**config.mk**
```make
export PLATFORM = sky130hd
export DESIGN_NAME = key_id_lifecycle_allocator_core
export DESIGN_NICKNAME = d
export VERILOG_FILES = /design/src/kila_pkg.sv /design/src/key_id_lifecycle_allocator_core.sv
export VERILOG_INCLUDE_DIRS = /design/src /design/src/src
export SDC_FILE = /design/constraint.sdc
export NUM_CORES = 2
export LEC_CHECK = 0
export BUFFER_PORTS_ARGS = -buffer_cell sky130_fd_sc_hd__buf_4
export CAP_MARGIN = 25
export CORE_MARGIN = 5
export CORE_UTILIZATION = 63
export CTS_CLUSTER_DIAMETER = 40
export CTS_CLUSTER_SIZE = 10
export DETAILED_ROUTE_END_ITERATION = 10
export PLACE_DENSITY = 0.81
export SETUP_SLACK_MARGIN = 0.4
export SYNTH_ARGS = -nofsm -noshare
export SYNTH_HDL_FRONTEND = slang
export SYNTH_SLANG_ARGS = --single-unit
```
**constraint.sdc**
```tcl
create_clock -name clk -period 7.3 [get_ports clk]
set_clock_uncertainty 0.15 [all_clocks]
set_input_delay 0.73 -clock clk [delete_from_list [all_inputs] [get_ports clk]]
set_output_delay 0.73 -clock clk [all_outputs]
set_load 0.05 [all_outputs]
```
**src/key_id_lifecycle_allocator_core_macros.svh**
```systemverilog
// assertion macros for the key id allocator
// used by key_id_lifecycle_allocator_core, expects clk and rst_n in scope
`ifndef KEY_ID_LIFECYCLE_ALLOCATOR_CORE_MACROS_SVH
`define KEY_ID_LIFECYCLE_ALLOCATOR_CORE_MACROS_SVH

// same-cycle implication
`define KILA_ASSERT_IMP(label, ante, cons) \
    label: assert property (@(posedge clk) disable iff (!rst_n) (ante) |-> (cons)) \
        else $error("kila assertion failed");

// next-cycle implication
`define KILA_ASSERT_NXT(label, ante, cons) \
    label: assert property (@(posedge clk) disable iff (!rst_n) (ante) |=> (cons)) \
        else $error("kila assertion failed");

`endif

```
**src/kila_pkg.sv**
```systemverilog
// shared types and constants for the key id allocator
// no dependencies
package kila_pkg;

    localparam int ID_W     = 6;
    localparam int ID_DEPTH = 2 ** ID_W;
    localparam int TAG_BITS = 32;
    localparam int OP_W     = 3;
    localparam int ST_W     = 2;
    localparam int CFG_IDX_W  = 2;
    localparam int CFG_DATA_W = 6;

    localparam logic [ID_W-1:0] MAX_IDS = ID_W'(63);

    localparam logic [CFG_IDX_W-1:0] CFG_IDS_IN_USE = CFG_IDX_W'(0);
    localparam logic [CFG_IDX_W-1:0] CFG_ENABLE     = CFG_IDX_W'(1);

    typedef enum logic [OP_W-1:0] {
        OP_RESERVE     = 3'd0,
        OP_LOOKUP      = 3'd1,
        OP_REMOVE      = 3'd2,
        OP_REF_RELEASE = 3'd3,
        OP_CLEAR       = 3'd4
    } op_t;

    typedef enum logic [ST_W-1:0] {
        ID_AVAIL    = 2'd0,
        ID_ASSIGNED = 2'd1,
        ID_KILLED   = 2'd2,
        ID_RELEASED = 2'd3
    } id_st_t;

    typedef enum logic [1:0] {
        STS_OK       = 2'd0,
        STS_NONE     = 2'd1,
        STS_DISABLED = 2'd2,
        STS_INVALID  = 2'd3
    } status_t;

    typedef enum logic [2:0] {
        S_IDLE = 3'b001,
        S_SCAN = 3'b010,
        S_WAIT = 3'b100
    } fsm_t;

endpackage

```
**src/key_id_lifecycle_allocator_core.sv**
```systemverilog
// key id lifecycle allocator: id table with state, tag and first-free scan
// depends on kila_pkg and key_id_lifecycle_allocator_core_macros.svh
// path: disabled, unknown op, bad ref-release id or empty pool go from the input beat to
// S_WAIT, then to the output register when not stalled; scanning ops check one entry a cycle
// throughput: one beat per op, next beat taken the cycle after the result is registered
// reset: async active low, all ids available, ids_in_use 63, enable 0
`include "key_id_lifecycle_allocator_core_macros.svh"

module key_id_lifecycle_allocator_core
    import kila_pkg::*;
(
    input  logic                  clk,
    input  logic                  rst_n,
    input  logic                  in_valid,
    output logic                  in_stall,
    input  logic [OP_W-1:0]       op,
    input  logic [TAG_BITS-1:0]   key_tag,
    input  logic [ID_W-1:0]       key_id,
    output logic                  out_valid,
    input  logic                  out_stall,
    output logic [ID_W-1:0]       result_id,
    output logic [1:0]            status,
    output logic [ID_W-1:0]       freed_count,
    output logic [ID_W-1:0]       free_ids,
    input  logic                  cfg_valid,
    output logic                  cfg_ready,
    input  logic [CFG_IDX_W-1:0]  cfg_index,
    input  logic [CFG_DATA_W-1:0] cfg_data
);

    fsm_t                state_reg, state_next;
    logic [ID_W-1:0]     ids_in_use_reg, ids_in_use_next;
    logic                enable_reg, enable_next;
    logic [ID_W-1:0]     free_count_reg, free_count_next;
    logic [ID_DEPTH-1:0] st_vld_reg, st_vld_next;
    logic [ID_DEPTH-1:0] tag_vld_reg, tag_vld_next;

    op_t                 op_reg, op_next;
    logic [TAG_BITS-1:0] tag_reg, tag_next;
    logic [ID_W:0]       rd_addr_reg, rd_addr_next;
    logic [ID_W-1:0]     end_reg, end_next;
    logic                chk_vld_reg, chk_vld_next;
    logic [ID_W-1:0]     chk_addr_reg, chk_addr_next;
    logic [ID_W-1:0]     rid_reg, rid_next;
    status_t             sts_reg, sts_next;
    logic [ID_W-1:0]     freed_reg, freed_next;

    logic                out_valid_reg, out_valid_next;
    logic [ID_W-1:0]     out_rid_reg, out_rid_next;
    logic [1:0]          out_sts_reg, out_sts_next;
    logic [ID_W-1:0]     out_freed_reg, out_freed_next;
    logic [ID_W-1:0]     out_free_reg, out_free_next;

    logic [ST_W-1:0]     st_mem [ID_DEPTH];
    logic [TAG_BITS-1:0] tag_mem [ID_DEPTH];
    logic [ST_W-1:0]     st_rdata_reg;
    logic [TAG_BITS-1:0] tag_rdata_reg;

    logic                st_we;
    logic [ST_W-1:0]     st_wdata;
    logic                tag_we;

    logic [ID_W-1:0]     lim;
    logic [ID_W-1:0]     cfg_lim;
    logic                in_accept;
    logic                issue;
    id_st_t              eff_st;
    logic                tag_hit;
    logic                hit_stop;
    logic                rel_hit;

    assign lim       = (ids_in_use_reg > MAX_IDS) ? MAX_IDS : ids_in_use_reg;
    assign cfg_lim   = (cfg_data[ID_W-1:0] > MAX_IDS) ? MAX_IDS : cfg_data[ID_W-1:0];
    assign in_stall  = (state_reg != S_IDLE);
    assign cfg_ready = (state_reg == S_IDLE);
    assign in_accept = in_valid && !in_stall;
    assign issue     = (state_reg == S_SCAN) && (rd_addr_reg <= {1'b0, end_reg});

    assign eff_st  = st_vld_reg[chk_addr_reg] ? id_st_t'(st_rdata_reg) : ID_AVAIL;
    assign tag_hit = tag_vld_reg[chk_addr_reg] && (tag_rdata_reg == tag_reg);

    always_comb
    begin
        hit_stop = 1'b0;
        rel_hit  = 1'b0;
        if (state_reg == S_SCAN && chk_vld_reg)
        begin
            case (op_reg)
                OP_RESERVE:     hit_stop = (eff_st == ID_AVAIL);
                OP_LOOKUP,
                OP_REMOVE:      hit_stop = tag_hit;
                OP_REF_RELEASE: hit_stop = (eff_st == ID_KILLED);
                OP_CLEAR:       rel_hit  = (eff_st == ID_RELEASED);
                default:        hit_stop = 1'b0;
            endcase
        end
    end

    always_comb
    begin
        state_next      = state_reg;
        ids_in_use_next = ids_in_use_reg;
        enable_next     = enable_reg;
        free_count_next = free_count_reg;
        st_vld_next     = st_vld_reg;
        tag_vld_next    = tag_vld_reg;
        op_next         = op_reg;
        tag_next        = tag_reg;
        rd_addr_next    = rd_addr_reg;
        end_next        = end_reg;
        chk_vld_next    = 1'b0;
        chk_addr_next   = chk_addr_reg;
        rid_next        = rid_reg;
        sts_next        = sts_reg;
        freed_next      = freed_reg;
        out_valid_next  = out_valid_reg && out_stall;
        out_rid_next    = out_rid_reg;
        out_sts_next    = out_sts_reg;
        out_freed_next  = out_freed_reg;
        out_free_next   = out_free_reg;
        st_we           = 1'b0;
        st_wdata        = ID_AVAIL;
        tag_we          = 1'b0;

        if (cfg_valid && cfg_ready)
        begin
            if (cfg_index == CFG_IDS_IN_USE)
            begin
                ids_in_use_next = cfg_data[ID_W-1:0];
                st_vld_next     = '0;
                tag_vld_next    = '0;
                free_count_next = cfg_lim;
            end
            else if (cfg_index == CFG_ENABLE)
            begin
                enable_next = cfg_data[0];
            end
        end

        case (state_reg)
            S_IDLE:
            begin
                if (in_accept)
                begin
                    op_next      = op_t'(op);
                    tag_next     = key_tag;
                    rid_next     = '0;
                    freed_next   = '0;
                    rd_addr_next = (ID_W+1)'(1);
                    end_next     = lim;
                    state_next   = S_SCAN;
                    if (!enable_reg)
                    begin
                        sts_next   = STS_DISABLED;
                        state_next = S_WAIT;
                    end
                    else
                    begin
                        case (op_t'(op))
                            OP_RESERVE:
                            begin
                                sts_next = STS_NONE;
                                if (free_count_reg == '0)
                                begin
                                    state_next = S_WAIT;
                                end
                            end
                            OP_LOOKUP,
                            OP_REMOVE:
                            begin
                                sts_next = STS_NONE;
                            end
                            OP_REF_RELEASE:
                            begin
                                sts_next     = STS_INVALID;
                                rd_addr_next = {1'b0, key_id};
                                end_next     = key_id;
                                if (key_id == '0 || key_id > lim)
                                begin
                                    state_next = S_WAIT;
                                end
                            end
                            OP_CLEAR:
                            begin
                                sts_next = STS_OK;
                            end
                            default:
                            begin
                                sts_next   = STS_INVALID;
                                state_next = S_WAIT;
                            end
                        endcase
                    end
                end
            end
            S_SCAN:
            begin
                chk_vld_next  = issue;
                chk_addr_next = rd_addr_reg[ID_W-1:0];
                rd_addr_next  = rd_addr_reg + 1'b1;
                if (hit_stop)
                begin
                    chk_vld_next = 1'b0;
                    rid_next     = chk_addr_reg;
                    sts_next     = STS_OK;
                    state_next   = S_WAIT;
                    case (op_reg)
                        OP_RESERVE:
                        begin
                            st_we        = 1'b1;
                            st_wdata     = ID_ASSIGNED;
                            tag_we       = 1'b1;
                            st_vld_next[chk_addr_reg]  = 1'b1;
                            tag_vld_next[chk_addr_reg] = 1'b1;
                            free_count_next = free_count_reg - 1'b1;
                        end
                        OP_REMOVE:
                        begin
                            st_we        = 1'b1;
                            st_wdata     = ID_KILLED;
                            st_vld_next[chk_addr_reg]  = 1'b1;
                            tag_vld_next[chk_addr_reg] = 1'b0;
                        end
                        OP_REF_RELEASE:
                        begin
                            st_we        = 1'b1;
                            st_wdata     = ID_RELEASED;
                            st_vld_next[chk_addr_reg]  = 1'b1;
                        end
                        default:
                        begin
                            st_we = 1'b0;
                        end
                    endcase
                end
                else
                begin
                    if (rel_hit)
                    begin
                        st_vld_next[chk_addr_reg]  = 1'b0;
                        tag_vld_next[chk_addr_reg] = 1'b0;
                        free_count_next = free_count_reg + 1'b1;
                        freed_next      = freed_reg + 1'b1;
                    end
                    if (!chk_vld_reg && !issue)
                    begin
                        state_next = S_WAIT;
                    end
                end
            end
            S_WAIT:
            begin
                if (!out_valid_reg || !out_stall)
                begin
                    out_valid_next = 1'b1;
                    out_rid_next   = rid_reg;
                    out_sts_next   = sts_reg;
                    out_freed_next = freed_reg;
                    out_free_next  = free_count_reg;
                    state_next     = S_IDLE;
                end
            end
            default:
            begin
                state_next = S_IDLE;
            end
        endcase
    end

    always_ff @(posedge clk)
    begin
        if (st_we)
        begin
            st_mem[chk_addr_reg] <= st_wdata;
        end
        if (tag_we)
        begin
            tag_mem[chk_addr_reg] <= tag_reg;
        end
        st_rdata_reg  <= st_mem[rd_addr_reg[ID_W-1:0]];
        tag_rdata_reg <= tag_mem[rd_addr_reg[ID_W-1:0]];
    end

    always_ff @(posedge clk or negedge rst_n)
    begin
        if (!rst_n)
        begin
            state_reg      <= S_IDLE;
            ids_in_use_reg <= MAX_IDS;
            enable_reg     <= 1'b0;
            free_count_reg <= MAX_IDS;
            st_vld_reg     <= '0;
            tag_vld_reg    <= '0;
            chk_vld_reg    <= 1'b0;
            out_valid_reg  <= 1'b0;
        end
        else
        begin
            state_reg      <= state_next;
            ids_in_use_reg <= ids_in_use_next;
            enable_reg     <= enable_next;
            free_count_reg <= free_count_next;
            st_vld_reg     <= st_vld_next;
            tag_vld_reg    <= tag_vld_next;
            chk_vld_reg    <= chk_vld_next;
            out_valid_reg  <= out_valid_next;
        end
    end

    always_ff @(posedge clk)
    begin
        op_reg        <= op_next;
        tag_reg       <= tag_next;
        rd_addr_reg   <= rd_addr_next;
        end_reg       <= end_next;
        chk_addr_reg  <= chk_addr_next;
        rid_reg       <= rid_next;
        sts_reg       <= sts_next;
        freed_reg     <= freed_next;
        out_rid_reg   <= out_rid_next;
        out_sts_reg   <= out_sts_next;
        out_freed_reg <= out_freed_next;
        out_free_reg  <= out_free_next;
    end

    assign out_valid   = out_valid_reg;
    assign result_id   = out_rid_reg;
    assign status      = out_sts_reg;
    assign freed_count = out_freed_reg;
    assign free_ids    = out_free_reg;

    `KILA_ASSERT_IMP(a_free_le_lim, 1'b1, free_count_reg <= lim)
    `KILA_ASSERT_IMP(a_chk_in_scan, chk_vld_reg, state_reg == S_SCAN)
    `KILA_ASSERT_NXT(a_reserve_dec, hit_stop && op_reg == OP_RESERVE,
        free_count_reg == $past(free_count_reg) - 1'b1)
    `KILA_ASSERT_NXT(a_wait_to_out, state_reg == S_WAIT && state_next == S_IDLE,
        out_valid_reg)

endmodule

```
==> results by group <==
Clocking
  • Cts-stage hold buffer count: 40
  • CTS tree: yes
  • Clock root buffer: clkbuf_16
  • Clock Path Buffers: 4
  • H-tree depth: 5
  • Clock buffer count from CTS: 319
  • Post-CTS Setup Repair Bufs: 0
  • # resized after CTS: 0
  • Clock Latency Late Sink: 940 ps
  • CTS sink cnt: around 2400
  • Register clock-pin slew on the reported worst setup and hold paths: ~60 ps

Worst setup path
  • Critical Path Sink Type: register
  • Startpoint types: register
  • FF-to-FF path depth: 10
  • Critical path depth: 10
  • Top delay family on crit path: simple AND/OR/NAND/NOR gates
  • Buf+Inv Stages, Crit Path: 3
  • Cell Chain, Critical Path: nor2_1 > nand2_1 > inv_1 > nand2_1 > nor2_1 > o211a_2 > buf_4 > o21ai_4 > buf_12 > nor2_4
  • CP arrival: 6030 ps
  • Crit Path Max Fanout: 68
  • Crit Path Class: register to register
  • Worst endpoint required time: 7630 ps
  • Slowest-stage cell, CP: nor2_4
  • Max incr delay on CP: around 1100 ps

Pwr
  • Switching part of the total: 27.3%
  • Clock power share: 38.9%
  • Combinational fraction of design power: about 16%
  • Leak: between 30 and 40 nW
  • Psw: 10.1 mW
  • Sequential power share: around 45%
  • P_int: 26.9 mW
  • Peak supply drop: 0.353 mV
  • PwrDens: 336 nW/um^2

Place
  • Port-buffer cells: 76
  • RePlAce Congestion: 0.915
  • Detail Placement HPWL: 140000 um

Route
  • Vias/cell: between 7 and 8
  • Remaining antenna violation count: 0
  • DR WL/cell: 40.9 um
  • DRT iter0 DRCs: 9874
  • Initial DRT Pass Iterations: 11
  • DRC Markers: 6
  • Vias: 53200
  • Drt total wl: 284000 um

Logic synthesis
  • Synth Warn #: 0
  • Count of cell types in the netlist: 76
  • Mapped Area: about 96000 sq um
  • EDFF count, synth: 2264
  • Register area share after synthesis: 75.4%
  • Most instantiated library cell after synthesis: edfxtp_1
  • Synthesized instance count: 4469
  • Seq cells post-synth: between 2000 and 2500
  • Mapped Avg Cell Area: ~21 sq um
  • Synth area leaders: edfxtp_1 (71%), mux4_2 (17%), dfrtp_1 (3.5%)
  • Yosys top cell area share: 70.9%
  • Syn nets: 4540
  • Dominant synthesized flop cell: edfxtp_1
  • Post-synth ARST share: 5.97%
  • Commonest cells post-synth: edfxtp_1 (2264), mux4_2 (721), clkbuf_1 (192)
  • Yosys top cell by area: edfxtp_1

STA
  • Tmin final: 5700 ps
  • # setup viols final: 0
  • Count of pins over their slew limit: 0
  • Hold Vio Cnt, Final: 0
  • Hold slack final: 54.7 ps
  • Slew headroom: 18.3%
  • Worst-margin pin slew: 1220 ps
  • Fmax: 0.175 GHz
  • RSZ-0062 raised after global routing: no
  • Setup TNS Final: 0 ps
  • Final Cycle Share: 78.1%

Finish
  • Largest Register: tag_mem
  • Max reg flops: 2048
  • Biggest regs: tag_mem: 2048 flops, st_mem: 128 flops
  • Share of cells above drive strength 1: 29.4%
  • Syn-to-layout area delta: 14.6%
  • Nets: 4833

GRT
  • Vias in the first global route: 52800
  • GRT Total Usage: 35.4%
  • GRT Residual Overflow: 0
  • Initial antenna violation count: 26
  • First-pass GRT wire length: just under 400000 um
  • Pin count of the biggest net entering global routing: 246

Outcome
  • Status: finished with violations
  • Failing checks: design-rule violations

Run
  • Max-Cap Viols: 0

Min path
  • Worst hold stages: 2
  • Min-delay worst type: primary input to register

Floorplan
  • Ports: 77
  • Row cnt: roughly 140
  • Initial Util: 63.2%
  • Die height: 400 um
  • Core area: between 150000 and 200000 sq um
  • Die Area: 160000 sq um
  • Die width: around 400 um
## power by group through the flow
stage | combinational [mW] | clock [mW] | sequential, mW
after floorplan | 2.91 | 0 | 17.2
after global placement | 5.15 | 0 | 16.9
after detailed placement | 5.35 | 0 | 16.9
after CTS | 5.71 | 14.3 | 16.6
after global routing | 6.06 | 15.1 | 16.7
final | 5.92 | 14.4 | 16.7
## metrics by stage
stage	util [%]	worst slack [ps]	cells	power (mW)	instance area [sq um]
after global routing	72.4	1620	6931	37.8	110000
final	72.4	1600	6941	37.0	110000
after global placement	65.4	2200	6373	22.0	99200
after CTS	71.8	1890	6881	36.7	109000
after floorplan	-	2250	4469	20.1	95900
after detailed placement	65.5	2100	6381	22.2	99400
## cell usage in the layout (no fill, tap or decap), types with 11 or more instances in the layout
cell           netlist  routed
clkbuf_16            0     328
o211ai_1            48      48
inv_1               24      23
and3_1              12      12
clkinv_2             0      20
nand2_1            116     115
o21a_1              13      13
a22oi_1             23      23
buf_4                7     144
dfrtp_1            133     133
nor2_1             161      96
and2_1              22      22
nor2_4               0      64
xnor2_1             36      36
edfxtp_1          2264    2264
a21oi_1             12      11
clkinv_1             2      13
dfxtp_1             34      34
o22a_1              21      21
ha_1                17      17
mux2i_1             45      45
buf_12               0      69
o21ai_0            105     104
mux2_2              11      11
nand3_1            169     169
a32oi_1             41      41
dlygate4sd3_1        0      40
clkbuf_1           192      62
a31o_1              29      29
mux4_2             721     721
nand4_1             12      12
dfstp_2             13      13
## final timing paths
path | to | start | slack [ps]
max | tag_mem[15][18] | state_reg[2] | 1600
min | end_reg[0] | key_id[0] | 50
max reg2reg | tag_mem[15][18] | state_reg[2] | 1600
min reg2reg | result_id[4] | rid_reg[4] | 300
max in group asynchronous | st_vld_reg[7] | rst_n | 5140
min in group asynchronous | state_reg[2] | rst_n | 400
## layout make-up
class / count / area (sq um)
diodes: 10 / 25.0
clock buffers: 397 / 8540
clock inverters: 63 / 611
fillers: 7860 / 41800
inverters: 26 / 97.6
multi-input cells: 1715 / 22900
flip-flops and latches: 2444 / 72300
well taps: 2030 / 2540
repair buffers: 256 / 2890
## worst register-to-register path, delay by kind of cell, from the launching register on
family / cells / cell delay, ps
buf+inv: 3 / 1550
flops: 1 / 410
simple gates: 5 / 2720
compound gates: 2 / 420
## metal layers
layer | GRT usage (%) | part of all wire [%] | vias up
met5 | 0.0616 | 0.056 | -
met4 | 16.4 | 6.6 | 26
met3 | 9.90 | 13 | 1274
met2 | 55.6 | 48 | 5472
met1 | 47.1 | 32 | 27200
li1 | - | - | 19300
## logic make-up after synthesis
family | share of synthesized area, %
xor gates and xnor gates | 0.393
and+or+nand+nor | 2.70
buffers and inverters | 1.31
AOI/OAI and AO/OA | 2.41
adders and majority gates | 0.222
DFF | 75.4
muxes | 17.5
Note: power is estimated with default switching activity, not from simulation.
